===== config.mk =====
export PLATFORM = sky130hd
export DESIGN_NAME = crc_frame_deframer_unit_flat
export DESIGN_NICKNAME = d
export VERILOG_FILES = /design/src/hw/rtl/cfd_pkg.sv /design/src/hw/rtl/cfd_if.sv /design/src/hw/rtl/cfd_ram.sv /design/src/hw/rtl/cfd_rx.sv /design/src/hw/rtl/cfd_drain.sv /design/src/hw/rtl/crc_frame_deframer_unit.sv /design/src/flat_wrapper.sv
export SDC_FILE = /design/constraint.sdc
export NUM_CORES = 1
export LEC_CHECK = 0
export BUFFER_PORTS_ARGS = -buffer_cell sky130_fd_sc_hd__buf_2
export CELL_PAD_IN_SITES_DETAIL_PLACEMENT = 1
export CELL_PAD_IN_SITES_GLOBAL_PLACEMENT = 1
export CORE_MARGIN = 1.5
export CORE_UTILIZATION = 25
export CTS_CLUSTER_SIZE = 30
export DETAILED_ROUTE_END_ITERATION = 12
export MAX_ROUTING_LAYER = met4
export PLACE_DENSITY = 0.55
export SLEW_MARGIN = 20
export SYNTH_ARGS = -nofsm -noshare
export SYNTH_HDL_FRONTEND = slang
export SYNTH_SLANG_ARGS = --single-unit

===== constraint.sdc =====
create_clock -name clock -period 3 [get_ports clock]
set_clock_uncertainty 0.2 [all_clocks]
set_input_delay 0.15 -clock clock [delete_from_list [all_inputs] [get_ports clock]]
set_output_delay 0.15 -clock clock [all_outputs]
set_load 0.02 [all_outputs]

===== src/hw/rtl/cfd_pkg.sv =====
// ----------------------------------------------------------------------------
// cfd_pkg
// Shared types, constants and the CRC-16 byte update for the frame deframer.
// ----------------------------------------------------------------------------
package cfd_pkg;

   localparam logic [15:0] CRC_INIT = 16'hFFFF;
   localparam logic [15:0] CRC_POLY = 16'h1021;

   localparam int HEADER_BYTES = 5;

   localparam logic CSR_START_BYTE   = 1'b0;
   localparam logic CSR_VERSION_BYTE = 1'b1;

   typedef enum logic [1:0] {
      DRAIN_IDLE,
      DRAIN_FETCH,
      DRAIN_SHOW
   } drain_state_type;

   // Handoff from the receiver to the drain at the end of a frame.
   typedef struct packed {
      logic       valid;
      logic       error;
      logic [7:0] frame_type;
      logic [7:0] frame_sequence;
   } job_type;

   // CRC-16, polynomial 0x1021, MSB first, one byte per call.
   function automatic logic [15:0] crc_byte_update(input logic [15:0] crc,
                                                   input logic [7:0]  data);
      logic [15:0] c;
      c = crc ^ {data, 8'h00};
      for (int k = 0; k < 8; k++) begin
         if (c[15]) begin
            c = {c[14:0], 1'b0} ^ CRC_POLY;
         end else begin
            c = {c[14:0], 1'b0};
         end
      end
      return c;
   endfunction

endpackage


===== src/hw/rtl/cfd_if.sv =====
// ----------------------------------------------------------------------------
// cfd_if
// Valid/ready channels for received bytes and for frame results.
// ----------------------------------------------------------------------------
interface cfd_req_if;
   logic       valid;
   logic       ready;
   logic [7:0] rx_byte;

   modport source (output valid, output rx_byte, input ready);
   modport sink (input valid, input rx_byte, output ready);
endinterface

interface cfd_rsp_if;
   logic       valid;
   logic       ready;
   logic       status;
   logic [5:0] frame_length;
   logic [7:0] frame_type;
   logic [7:0] frame_sequence;
   logic [7:0] payload_byte;
   logic       payload_valid;
   logic [4:0] payload_index;
   logic       last;

   modport source (output valid, output status, output frame_length,
                   output frame_type, output frame_sequence, output payload_byte,
                   output payload_valid, output payload_index, output last,
                   input ready);
   modport sink (input valid, input status, input frame_length,
                 input frame_type, input frame_sequence, input payload_byte,
                 input payload_valid, input payload_index, input last,
                 output ready);
endinterface


===== src/hw/rtl/cfd_ram.sv =====
// ----------------------------------------------------------------------------
// cfd_ram
// Generic single-write, single-read RAM with a registered read port.
// ----------------------------------------------------------------------------
module cfd_ram #(
   parameter int WIDTH = 8,
   parameter int DEPTH = 32
) (
   input  logic                                          clock,
   input  logic                                          wr_en,
   input  logic [(DEPTH > 1 ? $clog2(DEPTH) : 1)-1:0]    wr_addr,
   input  logic [WIDTH-1:0]                              wr_data,
   input  logic                                          rd_en,
   input  logic [(DEPTH > 1 ? $clog2(DEPTH) : 1)-1:0]    rd_addr,
   output logic [WIDTH-1:0]                              rd_data
);

   logic [WIDTH-1:0] mem_ff [DEPTH];
   logic [WIDTH-1:0] rd_data_ff;

   always_ff @(posedge clock) begin
      if (wr_en) begin
         mem_ff[wr_addr] <= wr_data;
      end
      if (rd_en) begin
         rd_data_ff <= mem_ff[rd_addr];
      end
   end

   assign rd_data = rd_data_ff;

endmodule


===== src/hw/rtl/cfd_rx.sv =====
// ----------------------------------------------------------------------------
// cfd_rx
// Byte parser: hunts for the start byte, checks version and length, runs the
// CRC, writes the payload into the store and hands a job to the drain.
// ----------------------------------------------------------------------------
module cfd_rx #(
   parameter int MAX_PAYLOAD = 32,
   parameter int LEN_W       = $clog2(MAX_PAYLOAD + 1),
   parameter int IDX_W       = (MAX_PAYLOAD > 1) ? $clog2(MAX_PAYLOAD) : 1
) (
   input  logic                clock,
   input  logic                reset,
   input  logic                byte_take,
   input  logic [7:0]          rx_byte,
   input  logic [7:0]          start_byte,
   input  logic [7:0]          version_byte,
   output cfd_pkg::job_type    job,
   output logic [LEN_W-1:0]    job_length,
   output logic                store_wr_en,
   output logic [IDX_W-1:0]    store_wr_addr,
   output logic [7:0]          store_wr_data
);

   localparam int CNT_W = $clog2(MAX_PAYLOAD + 8);

   logic [CNT_W-1:0] count_ff, count_in;
   logic [LEN_W-1:0] length_ff, length_in;
   logic [7:0]       type_ff, type_in;
   logic [7:0]       sequence_ff, sequence_in;
   logic [15:0]      crc_ff, crc_in;
   logic [7:0]       crc_high_ff, crc_high_in;
   logic             version_ok_ff, version_ok_in;
   logic [15:0]      crc_next;
   logic [CNT_W-1:0] crc_high_pos;

   assign crc_next     = cfd_pkg::crc_byte_update(crc_ff, rx_byte);
   assign crc_high_pos = CNT_W'(cfd_pkg::HEADER_BYTES) + CNT_W'(length_ff);

   always_ff @(posedge clock) begin
      if (reset) begin
         count_ff      <= '0;
         length_ff     <= '0;
         type_ff       <= '0;
         sequence_ff   <= '0;
         crc_ff        <= cfd_pkg::CRC_INIT;
         crc_high_ff   <= '0;
         version_ok_ff <= 1'b0;
      end else begin
         count_ff      <= count_in;
         length_ff     <= length_in;
         type_ff       <= type_in;
         sequence_ff   <= sequence_in;
         crc_ff        <= crc_in;
         crc_high_ff   <= crc_high_in;
         version_ok_ff <= version_ok_in;
      end
   end

   always_comb begin
      count_in      = count_ff;
      length_in     = length_ff;
      type_in       = type_ff;
      sequence_in   = sequence_ff;
      crc_in        = crc_ff;
      crc_high_in   = crc_high_ff;
      version_ok_in = version_ok_ff;
      job           = '0;
      job_length    = '0;
      store_wr_en   = 1'b0;
      store_wr_addr = IDX_W'(count_ff - CNT_W'(cfd_pkg::HEADER_BYTES));
      store_wr_data = rx_byte;

      if (byte_take) begin
         if (count_ff != '0) begin
            count_in = count_ff + CNT_W'(1);
         end
         priority if (count_ff == CNT_W'(0)) begin
            if (rx_byte == start_byte) begin
               count_in = CNT_W'(1);
            end
         end else if (count_ff == CNT_W'(1)) begin
            version_ok_in = (rx_byte == version_byte);
            crc_in        = crc_next;
         end else if (count_ff == CNT_W'(2)) begin
            if (!version_ok_ff || rx_byte > 8'(MAX_PAYLOAD)) begin
               job.valid = 1'b1;
               job.error = 1'b1;
               count_in  = '0;
            end else begin
               length_in = LEN_W'(rx_byte);
               crc_in    = crc_next;
            end
         end else if (count_ff == CNT_W'(3)) begin
            type_in = rx_byte;
            crc_in  = crc_next;
         end else if (count_ff == CNT_W'(4)) begin
            sequence_in = rx_byte;
            crc_in      = crc_next;
         end else if (count_ff < crc_high_pos) begin
            store_wr_en = 1'b1;
            crc_in      = crc_next;
         end else if (count_ff == crc_high_pos) begin
            crc_high_in = rx_byte;
         end else begin
            job.valid = 1'b1;
            count_in  = '0;
            if ({crc_high_ff, rx_byte} != crc_ff) begin
               job.error = 1'b1;
            end else begin
               job.frame_type     = type_ff;
               job.frame_sequence = sequence_ff;
               job_length         = length_ff;
            end
         end

         // Every end of frame returns the parser to its reset state.
         if (job.valid) begin
            length_in     = '0;
            type_in       = '0;
            sequence_in   = '0;
            crc_in        = cfd_pkg::CRC_INIT;
            crc_high_in   = '0;
            version_ok_in = 1'b0;
         end
      end
   end

endmodule


===== src/hw/rtl/cfd_drain.sv =====
// ----------------------------------------------------------------------------
// cfd_drain
// Result sequencer: reads the payload store one entry at a time and presents
// one result per payload byte, or a single result for errors and empty frames.
// ----------------------------------------------------------------------------
module cfd_drain #(
   parameter int MAX_PAYLOAD = 32,
   parameter int LEN_W       = $clog2(MAX_PAYLOAD + 1),
   parameter int IDX_W       = (MAX_PAYLOAD > 1) ? $clog2(MAX_PAYLOAD) : 1
) (
   input  logic             clock,
   input  logic             reset,
   input  cfd_pkg::job_type job,
   input  logic [LEN_W-1:0] job_length,
   output logic             busy,
   output logic             store_rd_en,
   output logic [IDX_W-1:0] store_rd_addr,
   input  logic [7:0]       store_rd_data,
   cfd_rsp_if.source        rsp_ch
);

   cfd_pkg::drain_state_type state_ff, state_in;
   logic             error_ff, error_in;
   logic [LEN_W-1:0] length_ff, length_in;
   logic [7:0]       type_ff, type_in;
   logic [7:0]       sequence_ff, sequence_in;
   logic [IDX_W-1:0] idx_ff, idx_in;
   logic             data_run;
   logic             at_last;

   assign data_run = !error_ff && (length_ff != '0);
   assign at_last  = !data_run || ((LEN_W'(idx_ff) + LEN_W'(1)) == length_ff);

   always_ff @(posedge clock) begin
      if (reset) begin
         state_ff <= cfd_pkg::DRAIN_IDLE;
      end else begin
         state_ff <= state_in;
      end
   end

   always_ff @(posedge clock) begin
      error_ff    <= error_in;
      length_ff   <= length_in;
      type_ff     <= type_in;
      sequence_ff <= sequence_in;
      idx_ff      <= idx_in;
   end

   always_comb begin
      state_in      = state_ff;
      error_in      = error_ff;
      length_in     = length_ff;
      type_in       = type_ff;
      sequence_in   = sequence_ff;
      idx_in        = idx_ff;
      store_rd_en   = 1'b0;
      store_rd_addr = idx_ff;
      rsp_ch.valid  = 1'b0;

      unique case (state_ff)
         cfd_pkg::DRAIN_IDLE: begin
            if (job.valid) begin
               error_in    = job.error;
               length_in   = job_length;
               type_in     = job.frame_type;
               sequence_in = job.frame_sequence;
               idx_in      = '0;
               if (!job.error && job_length != '0) begin
                  state_in = cfd_pkg::DRAIN_FETCH;
               end else begin
                  state_in = cfd_pkg::DRAIN_SHOW;
               end
            end
         end
         cfd_pkg::DRAIN_FETCH: begin
            store_rd_en = 1'b1;
            state_in    = cfd_pkg::DRAIN_SHOW;
         end
         cfd_pkg::DRAIN_SHOW: begin
            rsp_ch.valid = 1'b1;
            if (rsp_ch.ready) begin
               if (at_last) begin
                  state_in = cfd_pkg::DRAIN_IDLE;
               end else begin
                  idx_in   = idx_ff + IDX_W'(1);
                  state_in = cfd_pkg::DRAIN_FETCH;
               end
            end
         end
         default: begin
            state_in = cfd_pkg::DRAIN_IDLE;
         end
      endcase
   end

   assign busy = (state_ff != cfd_pkg::DRAIN_IDLE);

   assign rsp_ch.status         = error_ff;
   assign rsp_ch.frame_length   = 6'(length_ff);
   assign rsp_ch.frame_type     = type_ff;
   assign rsp_ch.frame_sequence = sequence_ff;
   assign rsp_ch.payload_byte   = data_run ? store_rd_data : 8'h00;
   assign rsp_ch.payload_valid  = data_run;
   assign rsp_ch.payload_index  = 5'(idx_ff);
   assign rsp_ch.last           = at_last;

endmodule


===== src/hw/rtl/crc_frame_deframer_unit.sv =====
// ----------------------------------------------------------------------------
// crc_frame_deframer_unit
// Byte-serial frame receiver with CRC-16 check and payload replay.
// ----------------------------------------------------------------------------
// While no result run is pending, the block takes one received byte per cycle;
// the CRC-16 is updated for each byte in that same cycle and payload bytes are
// written into a payload RAM. When a frame ends (good CRC, bad CRC, bad version
// or oversized length), input stalls until the last result of that frame has
// been transferred. A good frame with N payload bytes yields N results, each
// read from the RAM through its registered port in the FETCH state and then
// presented in the SHOW state; an error or an empty payload yields a single
// result. No pass over the RAM is needed after reset.
module crc_frame_deframer_unit #(
   parameter int MAX_PAYLOAD = 32
) (
   input  logic      clock,
   input  logic      reset,
   cfd_req_if.sink   req_ch,
   cfd_rsp_if.source rsp_ch,
   input  logic      csr_we,
   input  logic      csr_index,
   input  logic [7:0] csr_wdata
);

   localparam int LEN_W = $clog2(MAX_PAYLOAD + 1);
   localparam int IDX_W = (MAX_PAYLOAD > 1) ? $clog2(MAX_PAYLOAD) : 1;

   logic [7:0]       start_byte_ff;
   logic [7:0]       version_byte_ff;
   logic             busy;
   logic             byte_take;
   cfd_pkg::job_type job;
   logic [LEN_W-1:0] job_length;
   logic             store_wr_en;
   logic [IDX_W-1:0] store_wr_addr;
   logic [7:0]       store_wr_data;
   logic             store_rd_en;
   logic [IDX_W-1:0] store_rd_addr;
   logic [7:0]       store_rd_data;

   always_ff @(posedge clock) begin
      if (reset) begin
         start_byte_ff   <= 8'd170;
         version_byte_ff <= 8'd1;
      end else if (csr_we) begin
         unique case (csr_index)
            cfd_pkg::CSR_START_BYTE:   start_byte_ff   <= csr_wdata;
            cfd_pkg::CSR_VERSION_BYTE: version_byte_ff <= csr_wdata;
            default: begin
            end
         endcase
      end
   end

   assign req_ch.ready = !busy;
   assign byte_take    = req_ch.valid && !busy;

   cfd_rx #(
      .MAX_PAYLOAD (MAX_PAYLOAD),
      .LEN_W       (LEN_W),
      .IDX_W       (IDX_W)
   ) u_rx (
      .clock         (clock),
      .reset         (reset),
      .byte_take     (byte_take),
      .rx_byte       (req_ch.rx_byte),
      .start_byte    (start_byte_ff),
      .version_byte  (version_byte_ff),
      .job           (job),
      .job_length    (job_length),
      .store_wr_en   (store_wr_en),
      .store_wr_addr (store_wr_addr),
      .store_wr_data (store_wr_data)
   );

   cfd_ram #(
      .WIDTH (8),
      .DEPTH (MAX_PAYLOAD)
   ) u_payload_ram (
      .clock   (clock),
      .wr_en   (store_wr_en),
      .wr_addr (store_wr_addr),
      .wr_data (store_wr_data),
      .rd_en   (store_rd_en),
      .rd_addr (store_rd_addr),
      .rd_data (store_rd_data)
   );

   cfd_drain #(
      .MAX_PAYLOAD (MAX_PAYLOAD),
      .LEN_W       (LEN_W),
      .IDX_W       (IDX_W)
   ) u_drain (
      .clock         (clock),
      .reset         (reset),
      .job           (job),
      .job_length    (job_length),
      .busy          (busy),
      .store_rd_en   (store_rd_en),
      .store_rd_addr (store_rd_addr),
      .store_rd_data (store_rd_data),
      .rsp_ch        (rsp_ch)
   );

endmodule


===== src/flat_wrapper.sv =====
// flat-port wrapper written by rule: the top's interface ports become plain ports
module crc_frame_deframer_unit_flat 
#(
   parameter int MAX_PAYLOAD = 32
)
  (clock, reset, csr_we, csr_index, csr_wdata, req_ch_valid, req_ch_rx_byte, req_ch_ready, rsp_ch_valid, rsp_ch_status, rsp_ch_frame_length, rsp_ch_frame_type, rsp_ch_frame_sequence, rsp_ch_payload_byte, rsp_ch_payload_valid, rsp_ch_payload_index, rsp_ch_last, rsp_ch_ready);
  cfd_req_if req_ch_i ();
  cfd_rsp_if rsp_ch_i ();
  input  logic clock;
  input  logic reset;
  input  logic csr_we;
  input  logic csr_index;
  input  logic [7:0] csr_wdata;
  input wire logic [$bits(req_ch_i.valid)-1:0] req_ch_valid;
  input wire logic [$bits(req_ch_i.rx_byte)-1:0] req_ch_rx_byte;
  output wire logic [$bits(req_ch_i.ready)-1:0] req_ch_ready;
  output wire logic [$bits(rsp_ch_i.valid)-1:0] rsp_ch_valid;
  output wire logic [$bits(rsp_ch_i.status)-1:0] rsp_ch_status;
  output wire logic [$bits(rsp_ch_i.frame_length)-1:0] rsp_ch_frame_length;
  output wire logic [$bits(rsp_ch_i.frame_type)-1:0] rsp_ch_frame_type;
  output wire logic [$bits(rsp_ch_i.frame_sequence)-1:0] rsp_ch_frame_sequence;
  output wire logic [$bits(rsp_ch_i.payload_byte)-1:0] rsp_ch_payload_byte;
  output wire logic [$bits(rsp_ch_i.payload_valid)-1:0] rsp_ch_payload_valid;
  output wire logic [$bits(rsp_ch_i.payload_index)-1:0] rsp_ch_payload_index;
  output wire logic [$bits(rsp_ch_i.last)-1:0] rsp_ch_last;
  input wire logic [$bits(rsp_ch_i.ready)-1:0] rsp_ch_ready;
  assign req_ch_i.valid = req_ch_valid;
  assign req_ch_i.rx_byte = req_ch_rx_byte;
  assign req_ch_ready = req_ch_i.ready;
  assign rsp_ch_valid = rsp_ch_i.valid;
  assign rsp_ch_status = rsp_ch_i.status;
  assign rsp_ch_frame_length = rsp_ch_i.frame_length;
  assign rsp_ch_frame_type = rsp_ch_i.frame_type;
  assign rsp_ch_frame_sequence = rsp_ch_i.frame_sequence;
  assign rsp_ch_payload_byte = rsp_ch_i.payload_byte;
  assign rsp_ch_payload_valid = rsp_ch_i.payload_valid;
  assign rsp_ch_payload_index = rsp_ch_i.payload_index;
  assign rsp_ch_last = rsp_ch_i.last;
  assign rsp_ch_i.ready = rsp_ch_ready;
  crc_frame_deframer_unit #(.MAX_PAYLOAD(MAX_PAYLOAD)) u_core (.clock(clock), .reset(reset), .req_ch(req_ch_i), .rsp_ch(rsp_ch_i), .csr_we(csr_we), .csr_index(csr_index), .csr_wdata(csr_wdata));
endmodule

**Word level (Yosys, flattened, before mapping)**

Memories as Yosys holds them, arrays and structs flattened. A register that Yosys moved wholly into a read port is not among the register bits.
Cells that the tools add are included.

- Bits in writable memories: 256
- Bits in latches: 0
- Input bits: 22
- Memory bits (read-only): 0
- Memories: 1
- Bits in registers: 99
- Output and inout port bits: 40

- Reduce and logical (&&, ||, !) cells: 34
- Equal/unequal tests: 22
- $add $sub $neg: 5
- Mux-type cells: 96
- Bitwise logic cells: 10
- Multipliers: 0
- $lt $le $gt $ge: 2
- Div/mod/pow operators: 0
- Shift-type cells: 0

Memories:

| name | depth | width | read ports | clocked after memory_dff | wr ports | line | source |
|---|---|---|---|---|---|---|---|
| u_core.u_payload_ram.mem_ff | 32 | 8 | 1 | 1 | 1 | cfd_ram.sv:18 | `logic [WIDTH-1:0] mem_ff [DEPTH];` |

Operators with widths:

| kind | count |
|---|---|
| $mux W16 | 10 |
| $mux W8 | 20 |
| $mux W18 | 8 |
| $mux W6 | 24 |
| $mux W13 | 8 |
| $not A3 Y3 | 8 |
| $reduce_bool A6 Y1 | 4 |
| $eq A8 B8 Y1 | 2 |
| $mux W1 | 16 |
| $ne A16 B16 Y1 | 1 |
| $ne A2 B1 Y1 const B | 8 |
| $xor A16 B16 Y16 | 1 |
| $mux W5 | 3 |
| $reduce_bool A2 Y1 | 7 |
| $eq A6 B2 Y1 const B | 2 |
| $eq A6 B6 Y1 | 2 |
| $mux W2 | 5 |
| $pmux W5 S2 | 1 |
| $reduce_and A5 Y1 | 2 |
| $gt A8 B6 Y1 const B | 1 |
| $reduce_and A2 Y1 | 4 |
| $reduce_and A4 Y1 | 2 |
| $reduce_and A8 Y1 | 1 |
| $add A3 B6 Y6 const A | 1 |
| 20 further kinds | 28 |

**Depth between registers and ports, before layout**

Gate-level depths: netlist (run 1).

- Word-level depth: 24
- Mapped depth: 14
- Mapped depth without buffers: 11

**Hierarchy**

From an unflattened synthesis (run 1), not the netlist that was laid out.

- Cell total of the unflattened synthesis: 943
- Area, all modules: 15556.2 um2

Modules (own cells, without submodules):

| module | instances | area an instance (um2) | cells each |
|---|---|---|---|
| cfd_ram | 1 | 10133.5 | 417 |
| cfd_rx | 1 | 3423.3 | 361 |
| cfd_drain | 1 | 1290.0 | 93 |
| crc_frame_deframer_unit | 1 | 709.4 | 72 |

**Worst setup path before layout (run 1)**

OpenSTA, ideal clock, no wires.

- Path kind: register to register
- From: register u_core.u_rx.length_ff[0]
- To: register u_core.u_drain.length_ff[0] (netlist: u_core.u_drain.rsp_ch.frame_length[0]) (enable)
- Path buffers: 1
- Cell stages (with the launch flop): 12
- Setup time: 0.378 ns
- Period minus slack after synthesis: 3.047 ns
- Data arrival time: 2.469 ns
- Data required time: 2.422 ns
- Path slack: -0.047 ns
- Path through: dfxtp_1 -> ha_1 -> o21ai_0 -> xor2_1 -> ha_1 -> and4_1 -> o21ai_0 -> o211ai_1 -> a31o_2 -> buf_4 -> nand2b_1 -> inv_1

- Longest elaborated chain between the ends: 12
- Elaborated cells on any way between the ends: 13
- Those cells by class: add/sub: 1; order compare: 1; eq/ne: 1; mux: 9; reduce/logical: 1

RTL lines:

| element | line | source |
|---|---|---|
| start: declaration | cfd_rx.sv:27 | `logic [LEN_W-1:0] length_ff, length_in;` |
| start signal: assignment | cfd_rx.sv:50 | `length_ff <= length_in;` |
| $add A3 B6 Y6 * | cfd_rx.sv:37 | `assign crc_high_pos = CNT_W'(cfd_pkg::HEADER_BYTES) + CNT_W'(length_ff);` |
| parallel branches: the longest is 2 deep, another holds $lt A6 B6 Y1 | n/a |  |
| $mux W18 * | cfd_rx.sv:99 | `end else if (count_ff < crc_high_pos) begin` |
| $mux W18 * | cfd_rx.sv:96 | `end else if (count_ff == CNT_W'(4)) begin` |
| $mux W18 * | cfd_rx.sv:93 | `end else if (count_ff == CNT_W'(3)) begin` |
| $mux W2 * | cfd_rx.sv:84 | `end else if (count_ff == CNT_W'(2)) begin` |
| $mux W18 * | cfd_rx.sv:81 | `end else if (count_ff == CNT_W'(1)) begin` |
| $mux W18 * | cfd_rx.sv:77 | `priority if (count_ff == CNT_W'(0)) begin` |
| $mux W18 * (2 in a row) | cfd_rx.sv:73 | `if (byte_take) begin` |
| $reduce_and A2 Y1 (no source line) * | n/a |  |
| end signal: assignment | cfd_drain.sv:44 | `length_ff <= length_in;` |
| end: declaration | cfd_drain.sv:24 | `logic [LEN_W-1:0] length_ff, length_in;` |

Every way passes the cells marked *. The select of a mux whose other input is x is not followed.
A chain may end at the register's enable or synchronous reset.

**Final worst setup path (run 1)**

- From: register u_core.u_rx.length_ff[0]
- To: register u_core.u_rx.crc_ff[12]

- Longest elaborated chain between the ends: 12
- Elaborated cells on any way between the ends: 16
- Those cells by class: add/sub: 1; order compare: 1; eq/ne: 3; mux: 9; reduce/logical: 2

RTL lines:

| element | line | source |
|---|---|---|
| $add A3 B6 Y6 * | cfd_rx.sv:37 |  |
| parallel branches: the longest is 11 deep, another holds $lt A6 B6 Y1 | n/a |  |
| end signal: assignment | cfd_rx.sv:45 | `crc_ff <= cfd_pkg::CRC_INIT;` |
| end signal: assignment | cfd_rx.sv:53 | `crc_ff <= crc_in;` |
| end: declaration | cfd_rx.sv:30 | `logic [15:0] crc_ff, crc_in;` |

Marks and branches as above.

==> out/results.txt, run 1 <==
At the end of routability-driven placement, the weighted congestion stood at 0.760. The logs give 0 for the number of hold-slack violations in the final timing report and 17300 um^2 for the placed instance area. The worst setup path is captured at a register.

The design draws 10.5 mW. The initial utilization of the core area, before any placement, comes to 25.4%. The max-capacitance violation count came out at 0. Across all layers, the routed design uses 8842 vias. The end-of-flow core utilization is 31.4%, and the instance count along the most critical hold path is 3. Setup violations remaining at the end of the flow were counted as 0. The endpoint of the worst hold-timing path is u_core.u_rx.crc_ff[4]. The first routing iteration left 641 violations. Summed over all layers, the global routing overflow is 0. The detailed placer's ending HPWL came out at 29.1 mm. The number of I/O port buffers came out at 61.

The worst path needs 2.92 ns of the cycle, external delays included. The run gives 9409 as the number of global-route vias before repair. For the pin with the worst max-slew slack, the measured transition is 0.919 ns. The clock insertion delay at the later pin of the skew report came out at 0.56 ns. The count of cells in the finished layout, fillers not included, comes to 1947.

The maximum fanout along the worst path is 8, and the worst vdd rail ir drop is 0.341 mV. The net count after synthesis is 995, and the cell area after technology mapping is 15400 um^2. Once detail routing completed, the nets flagged for antenna violations numbered 0. The number of cells traversed by the worst register-to-register path was 14. The slowest stage of the critical path belongs to the cell sky130_fd_sc_hd__dfxtp_4. Clock tree synthesis inserted a total of 40 buffers.

The tools report the worst hold margin as 0.0196 ns. The worst register-to-register path ends at u_core.u_rx.crc_ff[12]. The H-tree depth reported by CTS came out at 2. Among all flip-flop cells after synthesis, the most frequent one is sky130_fd_sc_hd__edfxtp_1. For this run, the number of Yosys warnings is 0. In this run the horizontal extent of the chip is 251 um. Setup repair after global routing could not meet its margin everywhere. The class of the tightest hold or removal check was primary input to register.

The run gives 958 as the gate count after technology mapping. The first detailed-routing pass took 6 iterations. Count of placed standard cells including taps: 1847. The root buffer cell chosen for the clock tree is sky130_fd_sc_hd__clkbuf_16. The number of buffers on the longest clock path came out at 3. The synthesis-to-finish area growth works out to 23.6%. Of the synthesized area, sequential elements account for 66.2%.

Summing all non-filler instances in the final layout gives an area of 19000 um^2. Number of clock sinks: 363. Across all register-to-register paths, the minimum setup slack is 0.08 ns.

The standby leakage power was 6.36 nW. Pin placement for this block handled 62 I/O pins. Final critical-path share of the clock period: 97.2%. STA puts the critical path data required time at 3.29 ns. The average instance area after synthesis was 16.1 um^2. The worst register-to-register path begins at u_core.u_rx.length_ff[0]. Traced cell by cell, the critical path runs through buf_6, a21oi_4, nor2_2, xnor2_1, ha_1, and4_1, o21ai_1, o211ai_1, a31o_4, buf_12, a21oi_4, o21ai_4, clkbuf_16, a2bb2oi_2. After detailed routing, the average wire length per cell comes to 21.1 um. Of the cells placed in the final design, the portion with a size suffix greater than 1 is 30.1%.

After synthesis, the share of flip-flops with an asynchronous set or reset is 0%. The tools report the count of distinct cell types in the synthesized netlist as 67. The fmax was 343 MHz.

The top cell types in the final layout, fill and taps aside, are sky130_fd_sc_hd__edfxtp_1, sky130_fd_sc_hd__buf_4, sky130_fd_sc_hd__mux4_2. Yosys mapped a number of flops with a built-in enable equal to 292. The number of storage elements in the synthesis netlist is 363.

Entering global routing, the biggest net connects 36 pins. The logs give 61.1 mm for the wire length of the first global-routing pass and 0 for the max-slew violation count. In this run the standard cell core region covers 60600 um^2. At the worst endpoint, the arrival time is 3.21 ns. The initial antenna violation count was 4; the area of the multi-input gates was 4970 um^2. Global routing used 13.5% of the available tracks across all layers.

The classification of the worst setup path was register to register. The count of fill cells added during filler insertion was 6359. The worst setup path is launched from a register.

The cell with the most instances on the worst path is sky130_fd_sc_hd__a21oi_4. The vertical extent of the die was 251 um; the worst max-slew margin expressed relative to the limit was 38.6%. TritonCTS built the clock tree. The largest single stage delay on the critical path is 0.35 ns.

After detailed routing, the number of vias per cell comes to 4.54. The flow ran to the end, and the final reports show no timing, DRC or antenna violations. The clock-pin slew on the worst setup and hold paths was 0.06 ns. The final layout contains 1170 nets. In this run the core area contains 90 standard-cell rows. In the final layout, flip-flops and latches occupy 10200 um^2. Leaving out fill and tap cells, the most frequent cell in the layout is sky130_fd_sc_hd__edfxtp_1. The total wire length was 41.1 mm; the areal power density over the cells was 553 nW/um^2.

The die footprint was 63000 um^2. The startpoint identified for the worst hold timing path is req_ch_rx_byte[4]. After detailed routing, the number of remaining DRC violations is 0.
==> per-layer routing <==
layer | vias up | wire, um | global-route usage [%]
li1 | 4053 | - | -
met1 | 4576 | 19000 | 17.7
met2 | 168 | 19600 | 21.4
met3 | 45 | 1840 | 2.46
met4 | 0 | 698 | 3.60
met5 | - | 0 | -
==> flip-flops by register name, summed over array words and instances, names as in the netlist, 8 cells and up <==
name / cells
u_core.u_rx.sequence_ff: 8
u_core.u_payload_ram.rd_data: 8
u_core.u_rx.type_ff: 8
u_core.u_drain.rsp_ch.frame_type: 8
u_core.u_rx.crc_ff: 16
u_core.start_byte_ff: 8
u_core.u_rx.crc_high_ff: 8
u_core.version_byte_ff: 8
u_core.u_payload_ram.mem_ff: 256
u_core.u_drain.rsp_ch.frame_sequence: 8
==> where the power goes <==
group,switching (mW),leakage (nW),internal [mW]
Sequential,0.00900,3.26,5.43
Combinational,0.197,2.49,0.105
Clock,2.06,0.610,2.71
==> Yosys cell counts (all sizes together) (10+ instances only) <==
cell type,number,share of area (%)
edfxtp,292,57
mux4,74,11
dfxtp,71,9.2
nand2,62,1.6
nor2,61,1.6
xnor2,52,3.0
and2,36,1.5
mux2i,34,2.2
nand3,33,1.1
clkbuf,29,0.90
a21oi,22,0.89
buf,22,1.1
xor2,17,0.97
a2bb2oi,16,1.3
ha,15,1.2
o21ai,14,0.50
inv,10,0.24
==> metrics by stage <==
stage	setup TNS [ns]	setup slack [ns]
global route	-7.41	-0.0673
floorplan	0	0.0317
finish	0	0.0848
detailed placement	-12.26	-0.162
CTS	0	0.0137
global placement	-0.0552	-0.0112
==> layout make-up <==
type / instances / area share (%)
Inverter: 11 / 0.237
Clock inverter: 21 / 1.03
Multi-Input combinational cell: 533 / 26.2
Clock buffer: 50 / 5.57
Timing Repair Buffer: 184 / 8.18
Antenna cell: 3 / 0.0395
Tap cell: 782 / 5.15
Sequential cell: 363 / 53.6
==> how the worst max path moves through the flow <==
stage / startpoint / to / slack, ns / cells past startpoint
2_1_floorplan: u_core.u_rx.count_ff[0] / u_core.u_payload_ram.mem_ff[20][0] / 0.03 / 10
6_report: u_core.u_rx.length_ff[0] / u_core.u_rx.crc_ff[12] / 0.08 / 14
3_3_place_gp: u_core.u_rx.length_ff[0] / u_core.u_drain.rsp_ch.payload_index[2] / -0.01 / 11
4_1_cts: u_core.u_rx.length_ff[0] / u_core.u_rx.type_ff[1] / 0.01 / 13
3_5_place_dp: u_core.u_rx.length_ff[0] / u_core.u_rx.crc_high_ff[5] / -0.16 / 12
5_1_grt: u_core.u_rx.length_ff[1] / u_core.u_rx.crc_ff[12] / -0.07 / 13
==> critical path, delay by kind of cell, from the launching register on <==
family	cells	cell delay [ns]
compound gates	7	1.15
buf+inv	3	0.46
flops	1	0.35
fa+ha+maj	1	0.31
simple gates	2	0.25
xor+xnor	1	0.12
==> kinds of logic (layout without fill, tap and decap cells) <==
kind of cell | Yosys count | after routing | synth area share, %
adders and majority gates | 15 | 15 | 1.22
xor gates and xnor gates | 69 | 69 | 3.93
AOI/OAI and AO/OA | 96 | 96 | 5.06
other | 0 | 3 | 0
DFF | 363 | 363 | 66.2
buffers and inverters | 62 | 266 | 2.24
and+or+nand+nor | 238 | 238 | 7.76
muxes | 115 | 115 | 13.6
==> timing repair <==
item / CTS / global route
endpoints found under the hold margin: 79 / 0
hold buffers: 21 / 0
gates resized for setup: 4 / 28
gates cloned: 0 / 1
endpoints found under the setup margin: 262 / 355
buffers inserted: 1 / 3
pin swaps: 3 / 12
No activity file was read; power rests on OpenSTA's default activity.
==> run 2, diff against run 1 <==
--- a/config.mk
+++ b/config.mk
@@ -17,4 +17,5 @@
 export SLEW_MARGIN = 20
 export SYNTH_ARGS = -nofsm -noshare
 export SYNTH_HDL_FRONTEND = slang
+export SYNTH_HIERARCHICAL = 1
 export SYNTH_SLANG_ARGS = --single-unit
==> out/results.txt, run 2 <==
At the worst endpoint, the arrival time is 3.36 ns. Number of placed I/O pins: 62. The cell area after technology mapping came out at 15600 um^2. Dominant cell type by area after synthesis: sky130_fd_sc_hd__edfxtp_1. The top cell type's share of synthesized area works out to 56.4%.

The initial antenna violation count is 0, and the least setup slack across all paths after layout is -0.0855 ns. Leaving out filler cells and counting taps, the final layout contains 2007. Dividing the synthesized area by the synthesized cell count gives 16.5 um^2.

In the synthesized netlist the dominant register cell turns out to be sky130_fd_sc_hd__edfxtp_1. Setup repair after global routing could not meet its margin everywhere. Ranked by flip-flop count, first place goes to u_core/u_payload_ram/mem_ff. Derived from the worst setup path, the maximum achievable clock frequency is 324 MHz. For this design, the sink count on the clock tree is 363.

The areal power density over the cells was 540 nW/um^2. The tools report the portion of total power attributed to sequential cells as 51.4%. The met1 demand-to-capacity share in global routing is 16.5%. STA classifies the critical path endpoint as a register. The worst vdd rail ir drop is 0.352 mV. The design draws 10.6 mW.

The final reports fail on setup timing. The number of I/O port buffers works out to 61. The largest registers in the layout are u_core/u_payload_ram/mem_ff: 256 flops, u_core/u_rx/crc_ff: 16 flops.

The clock tree root buffer cell was sky130_fd_sc_hd__clkbuf_16. TritonCTS built the clock tree. The worst setup path is of the register to register kind. In the post-synthesis netlist, the biggest area contributors are sky130_fd_sc_hd__edfxtp_1, sky130_fd_sc_hd__mux4_2, sky130_fd_sc_hd__dfxtp_1, sky130_fd_sc_hd__xnor2_1, sky130_fd_sc_hd__and2_1. After routing, the total negative slack on setup checks comes to -1.39 ns. The critical path contains buffers and inverters numbering 0 combined.

The first detailed-routing pass took 5 iterations. The final net count was 1174. For the pin with the worst max-slew slack, the measured transition is 0.652 ns. The top cell types in the final layout, fill and taps aside, are sky130_fd_sc_hd__edfxtp_1, sky130_fd_sc_hd__mux4_2, sky130_fd_sc_hd__buf_4. The die footprint is 63700 um^2.

For this configuration, the core starts out at a cell density of 25.3%. The flip-flop count of the largest register after layout works out to 256. The number of hold-slack violations in the final timing report was 0; the internal portion of total power was 8.34 mW. For this design the total switching power over the nets is 2.26 mW. The library cell used most frequently in the layout, excluding fill and tap cells, is sky130_fd_sc_hd__edfxtp_1. The detailed router finished its first iteration with 474 violations. The total wire length was 39.5 mm; the count of placed standard cells including taps was 1891. For the max-slew violation count, the log shows 0.

Measured on the finished design, the core utilization comes to 31.9%. For the worst setup path, the data required time is 3.27 ns. The maximum number of pins on one net before global-route repair was 42. Max-cap violations in this run came to 0.

The synthesized design contains 292 enable-type register cells. The most common cell in the synthesized netlist is sky130_fd_sc_hd__edfxtp_1. Setup violations remaining at the end of the flow were counted as 57. The sequential area share after synthesis is 65.5%. The net count after synthesis was 977; the number of rows created at floorplan was 91. The run gives 943 as the gate count after technology mapping.

The aggregate global routing overflow is 0. In the final layout, the share of cells above drive strength 1 is 35.2%. The aggregate global-route resource usage was 12.8%; the worst max-slew margin expressed relative to the limit was 56.2%.

Detailed routing inserted a total of 8845 vias. Fraction of power consumed by combinational cells: 3.4%. The first global-routing pass estimated 59.5 mm of wire. Switching share of total power: 21.4%. Walking the worst path, the cells encountered are ha_4, o21ai_2, xor2_1, ha_1, and4_4, and3_4, nor2_1, nor4bb_4, and2_4, or4_4, nor3_2, o21ai_1, a211oi_1.

The global routing stage identified its most utilized layer as met2. The clock network is responsible for 45.2% of the overall power. Global routing consumed, on the met2 layer, 20.8% of the routing resources.

The commonest cells after synthesis are sky130_fd_sc_hd__edfxtp_1, sky130_fd_sc_hd__mux4_2, sky130_fd_sc_hd__dfxtp_1. The maximum fanout along the worst path works out to 7. The detailed placer's ending HPWL was 26.1 mm; the final routed DRC violation total was 0. Once detail routing completed, the nets flagged for antenna violations numbered 0. In the finished design, the share of the clock period the worst path needs comes to 103%. The congestion estimate from routability-driven global placement came to 0.785.

The number of storage elements in the synthesis netlist works out to 363. The flow ran to the end, but the final reports show violations. On the critical path, the stage with the largest delay is an instance of sky130_fd_sc_hd__or4_4. In this design, the stage delay of the slowest critical-path cell is 0.50 ns.

Counting along the longest clock path gives a buffer depth of 3. Class of the tightest hold or removal check: primary input to register. The final period demand of the worst path came out at 3.09 ns. The core region is 61600 um^2. Summed over all cells, the static leakage comes to 6.54 nW. The number of global-route vias before repair came out at 9614. For met3 alone, demand over resource in global routing was 2.45%. The Yosys step of the flow raised 6 warnings. The floorplan die width came out at 252 um.

At the later pin of the worst-skew pair, clock insertion delay measures 0.56 ns. The share of synthesized flip-flops with an asynchronous set or reset is 0%. The clock-pin slew on the worst setup and hold paths works out to 0.06 ns. The number of antenna diodes was 0. Yosys mapped the design onto 72 distinct sky130hd cell types. The H-tree generated during clock tree synthesis spans 2 levels. The worst setup path is launched from a register. The cell class contributing the biggest share of worst-path delay was simple AND/OR/NAND/NOR gates. The tools report the total clock buffers created by CTS as 41. The average wire length per cell after detail routing is 19.7 um, and the count of fill cells added during filler insertion is 6438. The floorplan step set the die height to 252 um. The synthesis-to-finish area growth is 26.3%, and the via count normalized by instance count is 4.41.
## run 2: cell types whose count changed after synthesis, moves of 6 or more
cell | before | now
sky130_fd_sc_hd__nand2b_1 | 5 | 14
sky130_fd_sc_hd__a2bb2oi_1 | 6 | 14
sky130_fd_sc_hd__a2bb2oi_2 | 10 | 2
sky130_fd_sc_hd__buf_4 | 3 | 25
sky130_fd_sc_hd__a22oi_1 | 7 | 1
sky130_fd_sc_hd__a22o_1 | 9 | 22
sky130_fd_sc_hd__mux4_2 | 74 | 80
sky130_fd_sc_hd__nand3_1 | 32 | 16
sky130_fd_sc_hd__inv_1 | 9 | 17
sky130_fd_sc_hd__nand2_1 | 60 | 23
sky130_fd_sc_hd__mux2i_1 | 34 | 13
sky130_fd_sc_hd__xor2_1 | 17 | 25
sky130_fd_sc_hd__clkbuf_1 | 26 | 9
## run 2: cell families after synthesis
logic type / synth area share, %
compound gates: 5.94
xor+xnor: 4.11
fa+ha+maj: 0.965
buf+inv: 2.93
flops: 65.5
mux: 13.0
simple gates: 7.56
## run 2: final timing paths
| kind | start | end | slack [ns] | cells after the start |
|---|---|---|---|---|
| setup / recovery | u_core/u_rx/length_ff[0] | u_core/u_drain/state_ff[1] | -0.09 | 13 |
| hold / removal | req_ch_rx_byte[1] | u_core/u_rx/length_ff[1] | 0.04 | 4 |
| setup reg to reg | u_core/u_rx/length_ff[0] | u_core/u_drain/state_ff[1] | -0.09 | 13 |
| hold reg to reg | u_core/u_rx/type_ff[6] | u_core/u_rx/type_ff[6] | 0.28 | 1 |
## run 2: layout make-up
cell class              count  area (um^2)  share of cell area [%]
clock buffers              54         1100                    5.58
clock inverters            19          168                   0.853
inverters                  17         67.6                   0.344
multi-input cells         505         5210                    26.5
flip-flops and latches    363        10200                    51.9
well taps                 837         1050                    5.33
repair buffers            212         1860                    9.48
## run 2: repair_timing
action                                 in CTS  in global routing
pin swaps                                  15                 16
cloned                                      0                  3
resized for setup                           6                 83
buffers inserted                            5                  7
setup endpoints to repair                 198                267
hold buffers                               29                  0
endpoints found under the hold margin      96                  0
## run 2: routing by layer
metal | vias up | share of wire (%)
met5 | - | 0
met3 | 43 | 3.6
met1 | 4649 | 46
li1 | 4039 | -
met2 | 114 | 49
met4 | 0 | 1.3
## run 2: through the flow
step | setup slack (ns) | hold WS [ns] | cell area (um^2)
after floorplan | -0.127 | 0.0228 | 15700
after global placement | -0.137 | 0.234 | 17600
after detailed placement | -0.242 | 0.243 | 17600
after CTS | -0.126 | 0.0264 | 19200
after global routing | -0.211 | 0.0596 | 19700
final | -0.0855 | 0.0446 | 19700
## run 2: worst reg2reg max path, stage by stage (launching register included)
cell	delay (ns)
sky130_fd_sc_hd__dfxtp_4	0.39
sky130_fd_sc_hd__ha_4	0.15
sky130_fd_sc_hd__o21ai_2	0.05
sky130_fd_sc_hd__xor2_1	0.18
sky130_fd_sc_hd__ha_1	0.30
sky130_fd_sc_hd__and4_4	0.24
sky130_fd_sc_hd__and3_4	0.19
sky130_fd_sc_hd__nor2_1	0.05
sky130_fd_sc_hd__nor4bb_4	0.17
sky130_fd_sc_hd__and2_4	0.18
sky130_fd_sc_hd__or4_4	0.50
sky130_fd_sc_hd__nor3_2	0.13
sky130_fd_sc_hd__o21ai_1	0.07
sky130_fd_sc_hd__a211oi_1	0.20
## run 2: power by group through the flow
stage | Clock [mW] | Combinational, mW | Sequential, mW
floorplan | 0 | 0.214 | 5.56
global placement | 0 | 0.325 | 5.56
detailed placement | 0 | 0.330 | 5.56
CTS | 4.93 | 0.360 | 5.45
global route | 5.12 | 0.392 | 5.45
finish | 4.79 | 0.360 | 5.45
